## src/rtl/dvd_pkg.sv

```systemverilog
// Shared types and constants for the distance to vibration duty block.
// Used by dvd_div and distance_to_vibration_duty; depends on nothing.
package dvd_pkg;

	// Field widths fixed by the interface
	localparam int DIST_W = 16;
	localparam int DUTY_W = 8;
	localparam int MODE_W = 2;
	localparam int ADDR_W = 4;
	localparam int DATA_W = 32;

	typedef logic [DIST_W-1:0] dist_t;
	typedef logic [DUTY_W-1:0] duty_t;
	typedef logic [MODE_W-1:0] mode_t;
	typedef logic [ADDR_W-1:0] addr_t;

	// Mode codes
	localparam mode_t MODE_BLOCK_AVG = 2'd0;
	localparam mode_t MODE_BLOCK_MIN = 2'd1;
	localparam mode_t MODE_GROW_AVG  = 2'd2;

	// Register byte addresses
	localparam addr_t ADDR_MODE = 4'h0;
	localparam addr_t ADDR_NEAR = 4'h4;
	localparam addr_t ADDR_FAR  = 4'h8;

	// Register reset values
	localparam mode_t RST_MODE = MODE_BLOCK_AVG;
	localparam dist_t RST_NEAR = 16'd300;
	localparam dist_t RST_FAR  = 16'd3000;

	// Empty minimum
	localparam dist_t MIN_EMPTY = 16'hFFFF;

	// Full duty
	localparam duty_t DUTY_MAX = 8'd255;

endpackage

```

## src/rtl/dvd_div.sv

```systemverilog
// Restoring divider for the duty quotient, one compare and subtract per cycle.
// Depends on dvd_pkg for the duty width and full-duty constant.
module dvd_div #(
	parameter int DEN_W = 23
) (
	input  logic                                   clk,
	input  logic                                   arst_n,
	input  logic                                   start,
	input  logic [DEN_W+dvd_pkg::DUTY_W-1:0]       num,
	input  logic [DEN_W-1:0]                       den,
	output logic                                   done,
	output dvd_pkg::duty_t                         quo
);

	localparam int W     = DEN_W + dvd_pkg::DUTY_W;
	localparam int STEP_W = $clog2(dvd_pkg::DUTY_W + 1);

	logic              busy_q;
	logic              done_q;
	logic [STEP_W-1:0] step_q;
	logic [W-1:0]      rem_q;
	logic [W-1:0]      dsh_q;
	dvd_pkg::duty_t    quo_q;
	logic              ge;
	logic [W-1:0]      diff;

	// Shared compare and subtract
	assign ge   = rem_q >= dsh_q;
	assign diff = rem_q - dsh_q;

	// Control: top step checks for overflow, then one quotient bit per cycle
	always_ff @(posedge clk or negedge arst_n) begin
		if (!arst_n) begin
			busy_q <= 1'b0;
			done_q <= 1'b0;
			step_q <= '0;
		end else begin
			done_q <= 1'b0;
			if (start) begin
				busy_q <= 1'b1;
				step_q <= STEP_W'(dvd_pkg::DUTY_W);
			end else if (busy_q) begin
				if (step_q == STEP_W'(dvd_pkg::DUTY_W) && ge) begin
					busy_q <= 1'b0;
					done_q <= 1'b1;
				end else if (step_q == '0) begin
					busy_q <= 1'b0;
					done_q <= 1'b1;
				end else begin
					step_q <= step_q - 1'b1;
				end
			end
		end
	end

	// Datapath: remainder, shifted divisor and quotient bits
	always_ff @(posedge clk) begin
		if (start) begin
			rem_q <= num;
			dsh_q <= {den, {dvd_pkg::DUTY_W{1'b0}}};
			quo_q <= '0;
		end else if (busy_q) begin
			if (step_q == STEP_W'(dvd_pkg::DUTY_W)) begin
				// Quotient would exceed full duty: clamp
				if (ge)
					quo_q <= dvd_pkg::DUTY_MAX;
			end else if (ge) begin
				rem_q <= diff;
				quo_q[step_q[STEP_W-2:0]] <= 1'b1;
			end
			dsh_q <= dsh_q >> 1;
		end
	end

	assign done = done_q;
	assign quo  = quo_q;

endmodule

```

## src/rtl/distance_to_vibration_duty.sv

```systemverilog
// Top level: batch accumulation, APB registers, duty sequencer and output register.
// Depends on dvd_pkg and dvd_div.
//
// Channel   Handshake              Payload
// -------   ---------------------  -----------------------------
// in        in_valid / in_ready    sample_distance[15:0]
// out       out_valid / out_ready  motor_on, duty[7:0]
// cfg       APB psel/penable       paddr[3:0], pwdata, prdata
//
// A sample that gives no result leaves the block ready at once. A sample with a result
// occupies the block through a multiply, a prepare step and up to 9 steps of the shared
// compare-subtract divider.
// Reset clears the batch and loads mode 0, near 300, far 3000; no clearing pass.
// A waiting result sits in the output register while the next sample is taken; a second
// result stalls the sequencer until the first is taken.
module distance_to_vibration_duty #(
	parameter int BUFFER_DEPTH = 10
) (
	input  logic                   clk,
	input  logic                   arst_n,
	input  logic                   in_valid,
	output logic                   in_ready,
	input  dvd_pkg::dist_t         sample_distance,
	output logic                   out_valid,
	input  logic                   out_ready,
	output logic                   motor_on,
	output dvd_pkg::duty_t         duty,
	input  logic                   psel,
	input  logic                   penable,
	input  logic                   pwrite,
	input  dvd_pkg::addr_t         paddr,
	input  logic [dvd_pkg::DATA_W-1:0] pwdata,
	output logic [dvd_pkg::DATA_W-1:0] prdata,
	output logic                   pready
);

	localparam int CNT_W = $clog2(BUFFER_DEPTH + 1);
	localparam int SUM_W = dvd_pkg::DIST_W + CNT_W;
	localparam int NUM_W = SUM_W + dvd_pkg::DUTY_W;

	localparam logic [2:0] ST_IDLE = 3'd0;
	localparam logic [2:0] ST_MUL  = 3'd1;
	localparam logic [2:0] ST_PREP = 3'd2;
	localparam logic [2:0] ST_DIV  = 3'd3;
	localparam logic [2:0] ST_RES  = 3'd4;

	// Registers
	dvd_pkg::mode_t   mode_q;
	dvd_pkg::dist_t   near_q;
	dvd_pkg::dist_t   far_q;

	// Batch state
	logic [SUM_W-1:0] batch_sum_q;
	dvd_pkg::dist_t   batch_min_q;
	logic             min_valid_q;
	logic [CNT_W-1:0] batch_count_q;

	// Sequencer
	logic [2:0]       state_q;
	logic [SUM_W-1:0] num_q;
	logic [CNT_W-1:0] den_q;
	logic             off_q;
	logic [SUM_W-1:0] fs_q;
	logic             res_on_q;
	dvd_pkg::duty_t   res_duty_q;

	// Output register
	logic             out_valid_q;
	logic             motor_on_q;
	dvd_pkg::duty_t   duty_q;

	logic             in_acc;
	logic             cfg_wr;
	logic [SUM_W-1:0] sum_nx;
	logic [CNT_W-1:0] cnt_nx;
	logic             full;
	logic             upd_min;
	dvd_pkg::dist_t   min_nx;
	logic             emit;
	logic             is_min_mode;
	logic [SUM_W-1:0] diff_fs;
	logic [NUM_W-1:0] div_num;
	logic [SUM_W-1:0] div_den;
	logic             div_start;
	logic             div_done;
	dvd_pkg::duty_t   div_quo;
	logic             out_free;

	assign in_ready = state_q == ST_IDLE;
	assign in_acc   = in_valid && in_ready;
	assign cfg_wr   = psel && penable && pwrite;
	assign pready   = 1'b1;
	assign out_free = !out_valid_q || out_ready;

	// Next batch values for an accepted sample
	assign sum_nx      = batch_sum_q + SUM_W'(sample_distance);
	assign cnt_nx      = batch_count_q + 1'b1;
	assign full        = cnt_nx == CNT_W'(BUFFER_DEPTH);
	assign upd_min     = sample_distance >= near_q
		&& (!min_valid_q || sample_distance < batch_min_q);
	assign min_nx      = upd_min ? sample_distance : batch_min_q;
	assign is_min_mode = mode_q == dvd_pkg::MODE_BLOCK_MIN;
	assign emit        = full || mode_q == dvd_pkg::MODE_GROW_AVG;

	// Scaled distance gap times 255, and scaled span
	assign diff_fs   = fs_q - num_q;
	assign div_num   = {diff_fs, {dvd_pkg::DUTY_W{1'b0}}} - NUM_W'(diff_fs);
	assign div_den   = SUM_W'(far_q - near_q) * SUM_W'(den_q);
	assign div_start = state_q == ST_PREP && !off_q && num_q < fs_q && far_q > near_q;

	dvd_div #(
		.DEN_W (SUM_W)
	) u_div (
		.clk    (clk),
		.arst_n (arst_n),
		.start  (div_start),
		.num    (div_num),
		.den    (div_den),
		.done   (div_done),
		.quo    (div_quo)
	);

	// Register writes
	always_ff @(posedge clk or negedge arst_n) begin
		if (!arst_n) begin
			mode_q <= dvd_pkg::RST_MODE;
			near_q <= dvd_pkg::RST_NEAR;
			far_q  <= dvd_pkg::RST_FAR;
		end else if (cfg_wr) begin
			unique case (paddr)
				dvd_pkg::ADDR_MODE: mode_q <= pwdata[dvd_pkg::MODE_W-1:0];
				dvd_pkg::ADDR_NEAR: near_q <= pwdata[dvd_pkg::DIST_W-1:0];
				dvd_pkg::ADDR_FAR:  far_q  <= pwdata[dvd_pkg::DIST_W-1:0];
				default: ;
			endcase
		end
	end

	// Register reads
	always_comb begin
		unique case (paddr)
			dvd_pkg::ADDR_MODE: prdata = dvd_pkg::DATA_W'(mode_q);
			dvd_pkg::ADDR_NEAR: prdata = dvd_pkg::DATA_W'(near_q);
			dvd_pkg::ADDR_FAR:  prdata = dvd_pkg::DATA_W'(far_q);
			default:            prdata = '0;
		endcase
	end

	// Accumulate the batch, clear it when full
	always_ff @(posedge clk or negedge arst_n) begin
		if (!arst_n) begin
			batch_sum_q   <= '0;
			batch_min_q   <= dvd_pkg::MIN_EMPTY;
			min_valid_q   <= 1'b0;
			batch_count_q <= '0;
		end else if (in_acc) begin
			if (full) begin
				batch_sum_q   <= '0;
				batch_min_q   <= dvd_pkg::MIN_EMPTY;
				min_valid_q   <= 1'b0;
				batch_count_q <= '0;
			end else begin
				batch_sum_q   <= sum_nx;
				batch_min_q   <= min_nx;
				min_valid_q   <= min_valid_q || upd_min;
				batch_count_q <= cnt_nx;
			end
		end
	end

	// Sequencer state
	always_ff @(posedge clk or negedge arst_n) begin
		if (!arst_n) begin
			state_q <= ST_IDLE;
		end else begin
			unique case (state_q)
				ST_IDLE: if (in_acc && emit) state_q <= ST_MUL;
				ST_MUL:  state_q <= ST_PREP;
				ST_PREP: state_q <= div_start ? ST_DIV : ST_RES;
				ST_DIV:  if (div_done) state_q <= ST_RES;
				ST_RES:  if (out_free) state_q <= ST_IDLE;
				default: state_q <= ST_IDLE;
			endcase
		end
	end

	// Sequencer datapath: capture operands, scale far limit, pick result
	always_ff @(posedge clk) begin
		if (in_acc) begin
			if (is_min_mode) begin
				num_q <= SUM_W'(min_nx);
				den_q <= CNT_W'(1);
				off_q <= !(min_valid_q || upd_min);
			end else begin
				num_q <= sum_nx;
				den_q <= cnt_nx;
				off_q <= 1'b0;
			end
		end
		if (state_q == ST_MUL)
			fs_q <= SUM_W'(far_q) * SUM_W'(den_q);
		if (state_q == ST_PREP && !div_start) begin
			if (off_q || num_q >= fs_q) begin
				res_on_q   <= 1'b0;
				res_duty_q <= '0;
			end else begin
				res_on_q   <= 1'b1;
				res_duty_q <= dvd_pkg::DUTY_MAX;
			end
		end
		if (state_q == ST_DIV && div_done) begin
			res_on_q   <= div_quo != '0;
			res_duty_q <= div_quo;
		end
	end

	// Output register: load a finished result, drop it when taken
	always_ff @(posedge clk or negedge arst_n) begin
		if (!arst_n) begin
			out_valid_q <= 1'b0;
		end else if (state_q == ST_RES && out_free) begin
			out_valid_q <= 1'b1;
		end else if (out_ready) begin
			out_valid_q <= 1'b0;
		end
	end

	always_ff @(posedge clk) begin
		if (state_q == ST_RES && out_free) begin
			motor_on_q <= res_on_q;
			duty_q     <= res_duty_q;
		end
	end

	assign out_valid = out_valid_q;
	assign motor_on  = motor_on_q;
	assign duty      = duty_q;

endmodule
```

## config.mk

```make
export PLATFORM = sky130hd
export DESIGN_NAME = distance_to_vibration_duty
export DESIGN_NICKNAME = d
export VERILOG_FILES = /design/src/rtl/dvd_pkg.sv /design/src/rtl/dvd_div.sv /design/src/rtl/distance_to_vibration_duty.sv
export SDC_FILE = /design/constraint.sdc
export NUM_CORES = 1
export LEC_CHECK = 0
export BUFFER_PORTS_ARGS = -buffer_cell sky130_fd_sc_hd__clkbuf_2
export CAP_MARGIN = 5
export CELL_PAD_IN_SITES_DETAIL_PLACEMENT = 1
export CELL_PAD_IN_SITES_GLOBAL_PLACEMENT = 2
export CORE_AREA = 10 10 232 256
export CTS_CLUSTER_DIAMETER = 120
export DETAILED_ROUTE_END_ITERATION = 10
export DIE_AREA = 0 0 242 266
export HOLD_SLACK_MARGIN = 0.06
export PLACE_DENSITY = 0.79
export RECOVER_POWER = 25
export SLEW_MARGIN = 15
export SYNTH_ARGS = -nofsm -noshare
export SYNTH_HDL_FRONTEND = slang
export SYNTH_SLANG_ARGS = --single-unit
```

## constraint.sdc

```tcl
create_clock -name clk -period 13.6 [get_ports clk]
set_input_delay 2.72 -clock clk [delete_from_list [all_inputs] [get_ports clk]]
set_output_delay 2.72 -clock clk [all_outputs]
set_load 0.05 [all_outputs]
```

==> flow_metrics.py <==
metrics = {
    "setup_path": {
        "worstPathArrival_ns": 4.64,
        "crit_path_end_kind": "output pin",
        "crit_fanout": 15,
        "cp.required_ns": 10.88,
        "worstSetupStartpointType": "input port",
        "reg2reg_depth": 22,
        "critical_path_class": "in -> out",
    },
    "clock_network": {
        "cts_buffer_depth": 3,
        "clk_pin_slew_ns": 0.06,
        "cts_made_buffers": 26,
        "h-tree-depth": 1,
        "cts_setup_buffers": 0,
        "cts_tree": "done",
        "cts_resized": 0,
        "clkSinkCount": 212,
        "insertion_delay_ns": 0.58,
        "hold_buffers": 0,
        "root_buffer": "clkbuf_16",
    },
    "timing": {
        "slew_violations": 96,
        "fin_crit_ns": 7.36,
        "max_freq_mhz": 136,
        "final.setup_skew_ns": 0.0183,
        "tightest_slew_ns": 3.51,
        "fin_tns_setup_ns": 0,
        "fin_crit_sh": 0.541,
        "finalHoldViolCount": 0,
        "relSlewSlack": -1.34,
        "rsz0062_at_grt": "no",
        "setup_viol": 0,
    },
    "global_route": {
        "antenna_found_initial": 0,
        "grt_pass1_vias": 16200,
        "grt_usage": 0.165,
        "grt_max_degree": 69,
        "grt_pass1_wl_um": 87400,
        "grt-ovfl-total": 0,
    },
    "yosys": {
        "synth_top_area_share": 0.179,
        "synth_largest_area_cell": "edfxtp_1",
        "yosysMostFrequentCell": "inv_1",
        "synth_edf_count": 111,
        "async_flop_share": 0.401,
        "synth.distinct_cells": 94,
        "ys.flop_type": "edfxtp_1",
        "syn_area_sq_um": 18700,
        "ys_top_cells_by_count": "inv_1 (225), nand2_1 (208), ha_1 (171)",
        "yosys-top-cells-area": "edfxtp_1 (18%), ha_1 (11%), dfrtp_1 (7.8%), fa_1 (7.0%), inv_1 (4.5%)",
        "synth_area_per_cell_sq_um": 9.05,
        "yosys_warnings": 0,
        "synthCells": 2062,
        "synth-seq-cells": 212,
        "ys_seq_area_frac": 0.312,
    },
    "layout": {
        "finalNetCount": 2406,
        "drive_gt1_frac": 0.0971,
        "syn_to_final_growth_pct": 10.7,
        "antenna_cells": 0,
    },
    "floorplanning": {
        "start_util": 0.344,
        "num_rows": 90,
        "dieArea_sq_um": 64400,
        "die_h_um": 266,
        "core_area_sq_um": 54300,
        "io_pins": 103,
        "die_w_um": 242,
    },
    "min_path": {
        "worstHoldPathType": "reg -> reg",
        "min_path_cells": 0,
    },
    "routing": {
        "drt-initial-drc-count": 650,
        "dr.pass1.iters": 5,
        "vias": 15000,
        "drc_errors": 0,
        "vias_per_cell": 5.24,
        "ant_nets": 0,
        "wirelength_um": 53700,
        "wl_per_cell_um": 18.7,
    },
    "place": {
        "dpl.hpwl_um": 42200,
        "portBuffers": 69,
        "place_congestion": 0.849,
    },
    "outcome": {
        "violations": "max-capacitance violations, max-slew violations",
        "status": "finished with violations",
    },
    "run": {
        "maxCapViolations": 2,
    },
}
-- state kept, by name, indices dropped and copies added, names as in the netlist, 2 cells and up --
name           flops
u_div.dsh_q       28
u_div.rem_q       28
batch_sum_q       20
fs_q              20
num_q             20
batch_min_q       16
far_q             16
near_q            16
duty               8
res_duty_q         8
u_div.quo          8
batch_count_q      4
den_q              4
u_div.step_q       4
state_q            3
mode_q             2
-- layout make-up --
| cell class | count | area (sq um) |
|---|---|---|
| fill | 6429 | 33600 |
| clock buffer | 30 | 739 |
| inverter | 225 | 845 |
| tap | 736 | 921 |
| multi-input combinational | 1560 | 11700 |
| clock inverter | 18 | 209 |
| timing repair buffer | 86 | 447 |
| sequential | 212 | 5810 |
-- kinds of logic after synthesis --
kind of cell	after synthesis	synth area share
flip-flops	212	0.312
AND/OR/NAND/NOR	633	0.167
AO/OA/AOI/OAI	516	0.189
buffers and inverters	305	0.0665
XOR/XNOR	110	0.0536
adder cells (fa/ha/maj)	236	0.184
multiplexers	48	0.0270
other	2	0.000402
-- cell usage in the layout, fill, tap and decap left out, types with 12 or more instances in the layout --
cell,n
nand4_1,15
fa_1,65
mux2_2,19
xnor2_1,79
edfxtp_1,111
conb_1,17
o22a_1,17
dfrtp_1,58
o21bai_1,13
o31ai_1,19
and2_1,70
and3_1,19
nor2b_1,20
a21o_1,60
nand3_1,59
o211ai_1,12
a21oi_1,120
mux2i_1,29
clkbuf_16,29
inv_1,225
ha_1,171
or3_1,13
nand2_1,208
a31oi_1,20
o21ai_0,101
nor3_1,42
nand2b_1,21
xor2_1,27
dfxtp_1,16
o21a_1,23
clkbuf_2,66
nor2_1,111
a22o_1,26
dfstp_2,27
-- metal layers --
layer,up-vias,global-route usage,share of wire
li1,7345,-,-
met1,7415,0.197,0.43
met2,172,0.304,0.51
met3,81,0.0167,0.025
met4,0,0.0573,0.033
met5,-,0,0
-- critical path: stages --
cell,delay [ns]
clkbuf_1,0.15
nor2b_1,0.21
nor3b_2,0.96
a22o_1,0.30
clkbuf_2,0.29
-- final timing paths --
| path | start | end | slack (ns) |
|---|---|---|---|
| min reg2reg | res_duty_q[5] | duty[5] | 0.42 |
| max reg2reg | near_q[2] | u_div.dsh_q[27] | 7.54 |
| max in group asynchronous | arst_n | u_div.step_q[1] | 7.14 |
| max | paddr[3] | prdata[2] | 6.24 |
| min in group asynchronous | arst_n | far_q[15] | 2.46 |
| min | res_duty_q[5] | duty[5] | 0.42 |
-- metrics by stage --
step | setup WS [ns] | utilization | cells | hold WS (ns) | cell area [sq um]
after global routing | 6.16 | 0.380 | 2867 | 0.429 | 20600
after CTS | 6.24 | 0.381 | 2867 | 0.420 | 20700
after detailed placement | 6.25 | 0.364 | 2819 | 0.406 | 19700
final | 6.24 | 0.380 | 2867 | 0.423 | 20600
after floorplan | 6.73 | - | 2077 | 0.400 | 18700
after global placement | 6.36 | 0.364 | 2819 | 0.407 | 19700
Power is left out: the tool's default activity adds up to more than one toggle a clock period on the data nets, which glitch-free logic cannot reach.
